<file path="src/hdl/bbc_pkg.sv">
package bbc_pkg;

    // Controller states
    typedef enum logic [2:0] {
        S_IDLE,
        S_POP_RD,
        S_FLUSH_RD,
        S_FLUSH_OUT,
        S_RESULT
    } t_state;

    // Result kinds
    localparam logic [1:0] KIND_UNMATCHED  = 2'd0;
    localparam logic [1:0] KIND_UNTERM     = 2'd1;
    localparam logic [1:0] KIND_OVERFLOW   = 2'd2;
    localparam logic [1:0] KIND_DONE       = 2'd3;

    // Bracket types
    localparam logic [1:0] TYPE_ROUND      = 2'd0;
    localparam logic [1:0] TYPE_CURLY      = 2'd1;
    localparam logic [1:0] TYPE_SQUARE     = 2'd2;

    // Characters of interest
    localparam logic [7:0] CH_LPAREN    = 8'h28;
    localparam logic [7:0] CH_LBRACE    = 8'h7B;
    localparam logic [7:0] CH_LBRACKET  = 8'h5B;
    localparam logic [7:0] CH_RPAREN    = 8'h29;
    localparam logic [7:0] CH_RBRACE    = 8'h7D;
    localparam logic [7:0] CH_RBRACKET  = 8'h5D;
    localparam logic [7:0] CH_QUOTE     = 8'h22;
    localparam logic [7:0] CH_BACKSLASH = 8'h5C;
    localparam logic [7:0] CH_NEWLINE   = 8'h0A;
    localparam logic [7:0] CH_SLASH     = 8'h2F;
    localparam logic [7:0] CH_STAR      = 8'h2A;

    // Controller to datapath
    typedef struct packed {
        logic byte_step;    // take the input byte
        logic eot_start;    // end of text: clear scanner, start flush at entry 0
        logic pop;          // closer matched the top entry
        logic load_flush;   // load an unterminated-opener result from the stack
        logic flush_next;   // advance flush index, read next entry
        logic load_done;    // load the done result, empty the stack
    } t_cmd;

    // Datapath to controller
    typedef struct packed {
        logic eot;          // input word is an end-of-text marker
        logic byte_result;  // input byte gives a result at once
        logic closer_check; // input byte is a closer to test against the top
        logic top_match;    // stack top type equals the held closer type
        logic stack_empty;
        logic flush_last;   // flush index is at the newest entry
    } t_sts;

endpackage

</file>
<file path="src/hdl/bbc_ram.sv">
module bbc_ram #(
    parameter int WIDTH = 8,
    parameter int DEPTH = 16,
    localparam int AW = (DEPTH > 1) ? $clog2(DEPTH) : 1
) (
    input  logic             i_clk,
    input  logic             i_we,
    input  logic [AW-1:0]    i_waddr,
    input  logic [WIDTH-1:0] i_wdata,
    input  logic [AW-1:0]    i_raddr,
    output logic [WIDTH-1:0] o_rdata
);

    logic [WIDTH-1:0] r_mem [DEPTH];
    logic [WIDTH-1:0] r_rdata;

    // One write port, one registered read port
    always_ff @(posedge i_clk) begin
        if (i_we) begin
            r_mem[i_waddr] <= i_wdata;
        end
        r_rdata <= r_mem[i_raddr];
    end

    assign o_rdata = r_rdata;

endmodule

</file>
<file path="src/hdl/bbc_datapath.sv">
module bbc_datapath #(
    parameter int STACK_DEPTH = 32,
    parameter int LINE_BITS   = 16,
    parameter int COLUMN_BITS = 12
) (
    input  logic                   i_clk,
    input  logic                   i_rst_n,
    input  bbc_pkg::t_cmd          i_cmd,
    output bbc_pkg::t_sts          o_sts,
    input  logic [7:0]             i_text_byte,
    input  logic                   i_end_of_text,
    output logic [1:0]             o_kind,
    output logic [1:0]             o_bracket_type,
    output logic [LINE_BITS-1:0]   o_line_number,
    output logic [COLUMN_BITS-1:0] o_column_number,
    output logic                   o_last_result
);

    localparam int AW = (STACK_DEPTH > 1) ? $clog2(STACK_DEPTH) : 1;
    localparam int CW = $clog2(STACK_DEPTH + 1);
    localparam int EW = 2 + LINE_BITS + COLUMN_BITS;
    localparam logic [CW-1:0] FULL = CW'(STACK_DEPTH);

    // Scanner state
    logic                   r_in_string, n_in_string;
    logic                   r_in_line, n_in_line;
    logic                   r_in_block, n_in_block;
    logic                   r_pend_slash, n_pend_slash;
    logic                   r_pend_star, n_pend_star;
    logic [7:0]             r_prev, n_prev;
    logic [LINE_BITS-1:0]   r_line, n_line;
    logic [COLUMN_BITS-1:0] r_col, n_col;
    logic [CW-1:0]          r_count, n_count;
    logic [CW-1:0]          r_idx, n_idx;

    // Result register
    logic [1:0]             r_kind, n_kind;
    logic [1:0]             r_type, n_type;
    logic [LINE_BITS-1:0]   r_res_line, n_res_line;
    logic [COLUMN_BITS-1:0] r_res_col, n_res_col;
    logic                   r_last, n_last;

    // Byte decode
    logic                   is_open, is_close, active, res_now, chk_now, push;
    logic [1:0]             br_type;
    logic [AW-1:0]          raddr;
    logic [EW-1:0]          rdata;
    logic [CW-1:0]          idx_inc;

    assign idx_inc = r_idx + CW'(1);

    always_comb begin
        is_open  = 1'b0;
        is_close = 1'b0;
        br_type  = bbc_pkg::TYPE_ROUND;
        case (i_text_byte)
            bbc_pkg::CH_LPAREN:   begin is_open  = 1'b1; br_type = bbc_pkg::TYPE_ROUND;  end
            bbc_pkg::CH_LBRACE:   begin is_open  = 1'b1; br_type = bbc_pkg::TYPE_CURLY;  end
            bbc_pkg::CH_LBRACKET: begin is_open  = 1'b1; br_type = bbc_pkg::TYPE_SQUARE; end
            bbc_pkg::CH_RPAREN:   begin is_close = 1'b1; br_type = bbc_pkg::TYPE_ROUND;  end
            bbc_pkg::CH_RBRACE:   begin is_close = 1'b1; br_type = bbc_pkg::TYPE_CURLY;  end
            bbc_pkg::CH_RBRACKET: begin is_close = 1'b1; br_type = bbc_pkg::TYPE_SQUARE; end
            default: ;
        endcase
    end

    // Plain text not swallowed by a comment start
    assign active = (i_text_byte != bbc_pkg::CH_NEWLINE) && !r_in_string && !r_in_line
                    && !r_in_block
                    && !(r_pend_slash && (i_text_byte == bbc_pkg::CH_SLASH
                                          || i_text_byte == bbc_pkg::CH_STAR));
    assign push    = active && is_open && (r_count != FULL);
    assign res_now = active && ((is_open && r_count == FULL) || (is_close && r_count == '0));
    assign chk_now = active && is_close && (r_count != '0);

    // Scanner and stack bookkeeping
    always_comb begin
        n_in_string  = r_in_string;
        n_in_line    = r_in_line;
        n_in_block   = r_in_block;
        n_pend_slash = r_pend_slash;
        n_pend_star  = r_pend_star;
        n_prev       = r_prev;
        n_line       = r_line;
        n_col        = r_col;
        n_count      = r_count;
        n_idx        = r_idx;
        n_kind       = r_kind;
        n_type       = r_type;
        n_res_line   = r_res_line;
        n_res_col    = r_res_col;
        n_last       = r_last;

        if (i_cmd.byte_step) begin
            n_prev = i_text_byte;
            if (i_text_byte == bbc_pkg::CH_NEWLINE) begin
                if (r_line != '1) n_line = r_line + LINE_BITS'(1);
                n_col        = '0;
                n_in_line    = 1'b0;
                n_pend_slash = 1'b0;
                n_pend_star  = 1'b0;
            end else begin
                if (r_col != '1) n_col = r_col + COLUMN_BITS'(1);
                if (r_in_string) begin
                    if (i_text_byte == bbc_pkg::CH_QUOTE && r_prev != bbc_pkg::CH_BACKSLASH)
                        n_in_string = 1'b0;
                end else if (r_in_line) begin
                    n_in_line = 1'b1;
                end else if (r_in_block) begin
                    if (r_pend_star && i_text_byte == bbc_pkg::CH_SLASH) begin
                        n_in_block  = 1'b0;
                        n_pend_star = 1'b0;
                    end else begin
                        n_pend_star = (i_text_byte == bbc_pkg::CH_STAR);
                    end
                end else begin
                    n_pend_slash = 1'b0;
                    if (r_pend_slash && i_text_byte == bbc_pkg::CH_SLASH) begin
                        n_in_line = 1'b1;
                    end else if (r_pend_slash && i_text_byte == bbc_pkg::CH_STAR) begin
                        n_in_block  = 1'b1;
                        n_pend_star = 1'b0;
                    end else if (i_text_byte == bbc_pkg::CH_QUOTE) begin
                        n_in_string = 1'b1;
                    end else if (i_text_byte == bbc_pkg::CH_SLASH) begin
                        n_pend_slash = 1'b1;
                    end
                end
            end
            if (push) n_count = r_count + CW'(1);
            // capture the bracket for a possible result
            if (active && (is_open || is_close)) begin
                n_kind     = is_open ? bbc_pkg::KIND_OVERFLOW : bbc_pkg::KIND_UNMATCHED;
                n_type     = br_type;
                n_res_line = r_line;
                n_res_col  = r_col;
                n_last     = 1'b1;
            end
        end

        if (i_cmd.pop) n_count = r_count - CW'(1);

        if (i_cmd.eot_start) begin
            n_in_string  = 1'b0;
            n_in_line    = 1'b0;
            n_in_block   = 1'b0;
            n_pend_slash = 1'b0;
            n_pend_star  = 1'b0;
            n_prev       = '0;
            n_line       = '0;
            n_col        = '0;
            n_idx        = '0;
        end

        if (i_cmd.flush_next) n_idx = idx_inc;

        if (i_cmd.load_flush) begin
            n_kind     = bbc_pkg::KIND_UNTERM;
            n_type     = rdata[EW-1 -: 2];
            n_res_line = rdata[COLUMN_BITS +: LINE_BITS];
            n_res_col  = rdata[COLUMN_BITS-1:0];
            n_last     = 1'b0;
        end

        if (i_cmd.load_done) begin
            n_kind     = bbc_pkg::KIND_DONE;
            n_type     = bbc_pkg::TYPE_ROUND;
            n_res_line = '0;
            n_res_col  = '0;
            n_last     = 1'b1;
            n_count    = '0;
        end
    end

    always_ff @(posedge i_clk) begin
        if (!i_rst_n) begin
            r_in_string  <= 1'b0;
            r_in_line    <= 1'b0;
            r_in_block   <= 1'b0;
            r_pend_slash <= 1'b0;
            r_pend_star  <= 1'b0;
            r_prev       <= '0;
            r_line       <= '0;
            r_col        <= '0;
            r_count      <= '0;
            r_idx        <= '0;
        end else begin
            r_in_string  <= n_in_string;
            r_in_line    <= n_in_line;
            r_in_block   <= n_in_block;
            r_pend_slash <= n_pend_slash;
            r_pend_star  <= n_pend_star;
            r_prev       <= n_prev;
            r_line       <= n_line;
            r_col        <= n_col;
            r_count      <= n_count;
            r_idx        <= n_idx;
        end
    end

    always_ff @(posedge i_clk) begin
        r_kind     <= n_kind;
        r_type     <= n_type;
        r_res_line <= n_res_line;
        r_res_col  <= n_res_col;
        r_last     <= n_last;
    end

    // Read address: flush start, flush step, or the stack top
    always_comb begin
        if (i_cmd.eot_start) begin
            raddr = '0;
        end else if (i_cmd.flush_next) begin
            raddr = idx_inc[AW-1:0];
        end else begin
            raddr = AW'(r_count - CW'(1));
        end
    end

    bbc_ram #(
        .WIDTH (EW),
        .DEPTH (STACK_DEPTH)
    ) u_stack (
        .i_clk   (i_clk),
        .i_we    (i_cmd.byte_step && push),
        .i_waddr (r_count[AW-1:0]),
        .i_wdata ({br_type, r_line, r_col}),
        .i_raddr (raddr),
        .o_rdata (rdata)
    );

    // Status to controller
    always_comb begin
        o_sts.eot          = i_end_of_text;
        o_sts.byte_result  = res_now;
        o_sts.closer_check = chk_now;
        o_sts.top_match    = (rdata[EW-1 -: 2] == r_type);
        o_sts.stack_empty  = (r_count == '0);
        o_sts.flush_last   = (idx_inc == r_count);
    end

    assign o_kind          = r_kind;
    assign o_bracket_type  = r_type;
    assign o_line_number   = r_res_line;
    assign o_column_number = r_res_col;
    assign o_last_result   = r_last;

endmodule

</file>
<file path="config.mk">
export PLATFORM = sky130hd
export DESIGN_NAME = bbc_datapath
export DESIGN_NICKNAME = d
export VERILOG_FILES = /design/src/hdl/bbc_pkg.sv /design/src/hdl/bbc_ram.sv /design/src/hdl/bbc_datapath.sv
export SDC_FILE = /design/constraint.sdc
export NUM_CORES = 1
export LEC_CHECK = 0
export BUFFER_PORTS_ARGS = -buffer_cell sky130_fd_sc_hd__buf_2
export CORE_MARGIN = 2
export CORE_UTILIZATION = 25
export DETAILED_ROUTE_END_ITERATION = 7
export HOLD_SLACK_MARGIN = 0.03
export PLACE_DENSITY_LB_ADDON = 0.25
export SYNTH_ARGS = -nofsm -noshare
export SYNTH_HDL_FRONTEND = slang
export SYNTH_SLANG_ARGS = --single-unit
</file>
<file path="constraint.sdc">
create_clock -name i_clk -period 5 [get_ports i_clk]
set_input_delay 0.5 -clock i_clk [delete_from_list [all_inputs] [get_ports i_clk]]
set_output_delay 0.5 -clock i_clk [all_outputs]
set_load 0.02 [all_outputs]
</file>
==> results of run 1 <==
## power by group
group	total, mW	internal (mW)	switching [mW]	leakage (nW)
sequential	9.78	9.72	0.0616	8.93
clock	8.29	4.73	3.56	1.79
combinational	1.47	0.475	0.994	5.19
## layout make-up
class                      count  area share [%]
clock buffer                 153            6.22
sequential                  1076            62.1
clock inverter                62            1.03
multi-input combinational   1586            22.0
timing repair buffer         202            3.08
inverter                       7          0.0523
antenna                        4          0.0199
tap                         2218            5.53
## state kept, by name, summed over array words and instances, names as in the netlist, 2 cells and up
signal,flops
o_bracket_type,2
o_column_number,12
o_kind,2
o_line_number,16
r_col,12
r_count,6
r_idx,6
r_line,16
r_prev,8
u_stack.o_rdata,30
u_stack.r_mem,960
## synthesized netlist by cell type, types with 25 or more instances
| cell | n | area [um^2] |
|---|---|---|
| a2111oi_0 | 59 | 517 |
| a21boi_0 | 28 | 210 |
| a311o_1 | 26 | 260 |
| a32oi_1 | 28 | 245 |
| a41oi_1 | 28 | 245 |
| and3_1 | 37 | 231 |
| buf_1 | 25 | 93.8 |
| buf_2 | 44 | 220 |
| clkbuf_1 | 132 | 495 |
| dfxtp_1 | 116 | 2320 |
| edfxtp_1 | 960 | 28800 |
| mux2_1 | 39 | 439 |
| mux2_2 | 46 | 518 |
| mux2i_1 | 106 | 1060 |
| mux4_2 | 28 | 631 |
| nand2_1 | 405 | 1520 |
| nand3_1 | 158 | 791 |
| nand4_1 | 42 | 263 |
| nor2_1 | 122 | 458 |
| o21ai_0 | 69 | 345 |
| o221ai_1 | 85 | 744 |
| o22a_1 | 27 | 236 |
| o22ai_1 | 43 | 269 |
| xor2_1 | 30 | 263 |
## placed cells by master (no fill, tap or decap), drive strengths merged, types with 7 or more instances in the layout
| cell | n |
|---|---|
| mux4 | 28 |
| nand3 | 158 |
| nor4 | 7 |
| clkbuf | 153 |
| o22ai | 43 |
| ha | 8 |
| bufinv | 7 |
| and3 | 37 |
| a311oi | 8 |
| a211oi | 16 |
| o221ai | 86 |
| a2111oi | 59 |
| nand2 | 406 |
| buf | 202 |
| mux2i | 107 |
| nor3 | 19 |
| o22a | 27 |
| xnor2 | 12 |
| dfxtp | 116 |
| o21ai | 69 |
| inv | 9 |
| nor2b | 12 |
| edfxtp | 960 |
| nor2 | 123 |
| a21oi | 17 |
| nand4 | 42 |
| a21boi | 28 |
| a32oi | 28 |
| nor3b | 8 |
| a311o | 26 |
| mux2 | 85 |
| clkinv | 51 |
| a41oi | 28 |
| xor2 | 30 |
## critical path: stages (launching register included)
cell and delay [ns]:
dfxtp_1 0.58, inv_1 0.21, ha_1 0.28, xor2_1 0.40
o2bb2ai_4 0.21, buf_12 0.46, mux4_2 0.65, a2111oi_0 0.82
buf_4 0.25, a41oi_1 0.05
## metal layers
| layer | routed length, um | track usage (%) | part of all wire, % |
|---|---|---|---|
| met1 | 62000 | 21.6 | 47 |
| met2 | 59700 | 23.1 | 45 |
| met3 | 7340 | 2.35 | 5.6 |
| met4 | 2820 | 3.83 | 2.1 |
| met5 | 22 | 0 | 0.017 |
## per-stage QoR
stage / instances / hold WS (ns) / area, um^2 / worst slack [ns] / util (%)
final: 5308 / 0.0976 / 50200 / 0.783 / 29.6
after detailed placement: 5089 / 0.458 / 46500 / 0.811 / 27.5
after global placement: 5089 / 0.451 / 46500 / 0.794 / 27.5
after floorplan: 2876 / 0.440 / 42600 / 1.16 / -
after CTS: 5304 / 0.0487 / 50200 / 0.839 / 29.6
after global routing: 5305 / 0.0802 / 50200 / 0.570 / 29.6
## cell families after synthesis
logic type,Yosys count
multiplexers,220
XOR/XNOR,42
AO/OA/AOI/OAI,466
AND/OR/NAND/NOR,850
adder cells (fa/ha/maj),8
buffers and inverters,214
flip-flops,1076
## worst max-delay path by stage
stage                     depth (start not counted)  slack, ns                             end
final                                             9       0.78     u_stack.o_rdata[22]$_DFF_P_
after global routing                              9       0.57      u_stack.o_rdata[6]$_DFF_P_
after CTS                                         8       0.84     u_stack.o_rdata[27]$_DFF_P_
after detailed placement                          8       0.81     u_stack.o_rdata[27]$_DFF_P_
after global placement                            8       0.79     u_stack.o_rdata[27]$_DFF_P_
after floorplan                                   7       1.16  u_stack.r_mem[31][0]$_DFFE_PP_
==> flow_summary.json, run 1 <==
{
  "status": "finished clean",
  "synth_top_family_by_area": "simple AND/OR/NAND/NOR gates",
  "required_ns": 5.50,
  "ys_ff_latch": 1076,
  "syn-num-nets": 2901,
  "path_class": "reg -> reg",
  "clk_pin_slew_ns": 0.06,
  "rr_startpoint": "r_count[0]$_SDFFE_PP0P_",
  "cts_tree": "yes",
  "ys_seq_area_share_pct": 73.0,
  "tightest_slew_ns": 1.24,
  "antenna_left": 0,
  "portBuffers": 53,
  "cts_root_buf": "clkbuf_16",
  "ys_async_sr_fraction_pct": 0,
  "reg2reg_to": "u_stack.o_rdata[22]$_DFF_P_",
  "synthAdderAreaFrac_pct": 0.235,
  "ys.warnings.count": 0,
  "slew_violations": 0,
  "synth_xor_xnor_area_share_pct": 0.863,
  "avgSynthCellArea_um2": 14.8,
  "syn_inst": 2876,
  "worstHoldStart": "i_cmd[3]",
  "hold_end": "r_count[1]$_SDFFE_PP0P_",
  "max_freq_mhz": 237,
  "grt_max_degree": 107,
  "synth-compound-area-share_pct": 8.47,
  "arrival_ns": 4.72,
  "max-vdd-ir-drop_uv": 261,
  "cts_buffer_depth": 3,
  "dp_hpwl_um": 77600,
  "place.gp.congestion": 0.774,
  "insertion_delay_ns": 0.70,
  "synth_cell_type_count": 69,
  "synthToLayoutAreaGrowth_pct": 17.7,
  "io_pins": 56,
  "htree_levels": 3,
  "synth-edff-count": 960,
  "cts_resized": 0,
  "syn_area_mm2": 0.0426,
  "reg2regPathDepth": 9,
  "yosys_most_used_dff": "edfxtp_1",
  "drcViolationCount": 0,
  "min_period_ns": 4.22,
  "setup_viol": 0,
  "rows": 151,
  "synthSimpleGateAreaFrac_pct": 9.06,
  "rsz0062_at_grt": "no",
  "cp-startpoint": "r_count[0]$_SDFFE_PP0P_",
  "synthMuxAreaShare_pct": 6.26,
  "track_usage_pct": 14.9,
  "coreArea_mm2": 0.169,
  "skew_ns": 0.0294,
  "maxCapViolCount": 0,
  "cp-start-kind": "register",
  "hold_viol": 0,
  "grt_pass1_wl_um": 190000,
  "num-nets-final": 3012,
  "multiInputGateArea_mm2": 0.0111,
  "pwr_density_cell_mw_per_mm2": 389,
  "initial_core_util_pct": 25.2,
  "regArea_mm2": 0.0312,
  "routedWlPerCell_um": 24.8,
  "routed-via-count": 25800,
  "max_slew_margin_pct": 17.4,
  "cts.sinks": 1076,
  "p_leak_nw": 15.9,
  "worstHoldPathType": "in -> reg",
  "fin_total_pwr_mw": 19.5,
  "numCtsBuffers": 114,
  "hold_buffers": 0,
  "rrSetupSlack_ns": 0.78,
  "drt_iter0_markers": 2571,
  "drt_wl_total_um": 132000,
  "grt_pass1_vias": 25100,
  "nFillCells": 16800,
  "worstHoldPathCells": 2,
  "worstPathMaxFanout": 106,
  "crit_path_end_kind": "register",
  "dr.pass1.iters": 5,
  "drive_above_1_share_pct": 16.2,
  "die_w_um": 417,
  "die-area_mm2": 0.174,
  "grt_overflow": 0,
  "fin_tns_setup_ns": 0,
  "die_h_um": 417,
  "drt-vias-per-instance": 4.87,
  "period_share_pct": 84.3,
  "cts_setup_buffers": 0,
  "antenna_found_initial": 6
}
Note: power is estimated with default switching activity, not from simulation.
==> inputs of run 2 (changes only) <==
==> constraint.sdc (replaced) <==
create_clock -name i_clk -period 4.3 [get_ports i_clk]
set_input_delay 0.43 -clock i_clk [delete_from_list [all_inputs] [get_ports i_clk]]
set_output_delay 0.43 -clock i_clk [all_outputs]
set_load 0.02 [all_outputs]
==> flow_summary.json, run 2 (synthesis gave the netlist of run 1 again) <==
{
  "status": "finished clean",
  "top_register": "u_stack.r_mem",
  "largest_reg_flops": 960,
  "synthToLayoutAreaGrowth_pct": 19.1,
  "max_slew_margin_pct": 13.9,
  "cts_buffer_depth": 3,
  "tightest_slew_ns": 1.26,
  "routedWlPerCell_um": 24.7,
  "arrival_ns": 4.69,
  "required_ns": 4.81,
  "rsz0062_at_grt": "no",
  "p_comb_share_pct": 7.5,
  "insertion_delay_ns": 0.71,
  "num-nets-final": 3043,
  "worstPathMaxFanout": 33,
  "max-vdd-ir-drop_uv": 404,
  "grt_max_degree": 83,
  "p_leak_nw": 16.2,
  "drt_wl_total_um": 132000,
  "pwr_density_cell_mw_per_mm2": 456,
  "grt_overflow": 0,
  "io_pins": 56,
  "post-route-util_pct": 30.0,
  "cts.sinks": 1076,
  "fin_ws_ns": 0.116,
  "p_int_mw": 17.7,
  "worstHoldPathType": "in -> reg",
  "numCtsBuffers": 117,
  "drt-vias-per-instance": 4.85,
  "htree_levels": 3,
  "seqPwrFrac_pct": 49.3,
  "place.gp.congestion": 0.789,
  "nFillCells": 16800,
  "clock_power_share_pct": 43.3,
  "switching_share_pct": 23.4,
  "drt_iter0_markers": 2363,
  "die-area_mm2": 0.174,
  "layout_common_cells": "edfxtp_1, nand2_1, nand3_1, buf_4, clkbuf_16",
  "antenna_left": 0,
  "fin_cells": 5341,
  "cts_resized": 0,
  "slew_violations": 0,
  "layout_commonest_cell": "edfxtp_1",
  "rows": 151,
  "p_sw_mw": 5.41,
  "cp-start-kind": "register",
  "routed-via-count": 25900,
  "crit_path_end_kind": "register",
  "die_h_um": 417,
  "drcViolationCount": 0,
  "dr.pass1.iters": 5,
  "whs_ns": 0.104,
  "dp_hpwl_um": 81100,
  "dp_slack_ns": 0.0424,
  "cts_root_buf": "clkbuf_16",
  "min_period_ns": 4.18,
  "max_freq_mhz": 239,
  "grt_pass1_vias": 25200,
  "clk_pin_slew_ns": 0.06,
  "dp_cells": 5114,
  "track_usage_pct": 14.9,
  "cts_tree": "yes",
  "coreArea_mm2": 0.169,
  "path_class": "reg -> reg",
  "drive_above_1_share_pct": 17.2,
  "portBuffers": 53,
  "antenna_found_initial": 4,
  "setup_viol": 0,
  "initial_core_util_pct": 25.2,
  "grt_pass1_wl_um": 190000,
  "hold_viol": 0,
  "maxCapViolCount": 0,
  "die_w_um": 417,
  "period_share_pct": 97.3,
  "skew_ns": 0.0284
}
[run 2: cell types whose count changed in the layout (fill, tap and decap cells not counted), sizes merged, moves of 2 or more]
cell,delta
dlygate4sd3,+2
clkinv,-5
inv,+3
diode,-2
clkbuf,+11
buf,+24
clkinvlp,-2
[run 2: layer usage]
layer	routed length, um	global-route usage, %	vias up
met5	13	0	-
met1	62500	21.6	13500
met3	6480	2.11	134
met2	60800	23.5	666
li1	-	-	11600
met4	1990	3.14	2
[run 2: critical path, stage by stage, from the launching register on]
cell and delay, ns:
dfxtp_1 0.56, inv_1 0.20, ha_1 0.28, xor2_1 0.39
o2bb2ai_4 0.49, buf_12 0.31, mux4_2 0.55, a2111oi_0 1.10
a41oi_1 0.09
[run 2: final timing paths]
check                                    endpoint  cells past startpoint  slack (ns)                  startpoint
setup / recovery      u_stack.o_rdata[19]$_DFF_P_                      8        0.12     r_count[0]$_SDFFE_PP0P_
hold / removal             r_prev[7]$_SDFFE_PP0P_                      3        0.10              i_text_byte[7]
setup reg to reg      u_stack.o_rdata[19]$_DFF_P_                      8        0.12     r_count[0]$_SDFFE_PP0P_
hold reg to reg   o_column_number[0]$_SDFFE_PP0P_                      2        0.47  u_stack.o_rdata[0]$_DFF_P_
[run 2: what timing repair did]
item                                   in CTS  in global routing
endpoints found under the hold margin       4                  0
hold buffers                                2                  0
setup buffers                               0                  0
[run 2: cell type report]
cell class                      instances  area (um^2)  share of cell area [%]
Clock buffer                          163         3320                    6.54
Multi-Input combinational cell       1586        11000                    21.7
Inverter                                7         26.3                  0.0517
Antenna cell                            2         5.00                 0.00985
Timing Repair Buffer                  230         1970                    3.88
Sequential cell                      1076        31200                    61.3
Clock inverter                         59          503                   0.990
Tap cell                             2218         2780                    5.46
[run 2: power groups by stage]
stage	combinational, mW	sequential [mW]	clock [mW]
2_1_floorplan	0.954	11.6	0
3_3_place_gp	1.73	11.6	0
3_5_place_dp	1.73	11.6	0
4_1_cts	1.74	11.4	10.2
5_1_grt	1.85	11.4	10.6
6_report	1.72	11.4	10.0
[run 2: per-stage QoR]
step / cell area (um^2) / TNS (ns) / total power, mW
3_3_place_gp: 46900 / -0.411 / 13.4
3_5_place_dp: 46900 / 0 / 13.4
2_1_floorplan: 42600 / 0 / 12.5
5_1_grt: 50800 / 0 / 23.9
4_1_cts: 50800 / 0 / 23.4
6_report: 50800 / 0 / 23.1
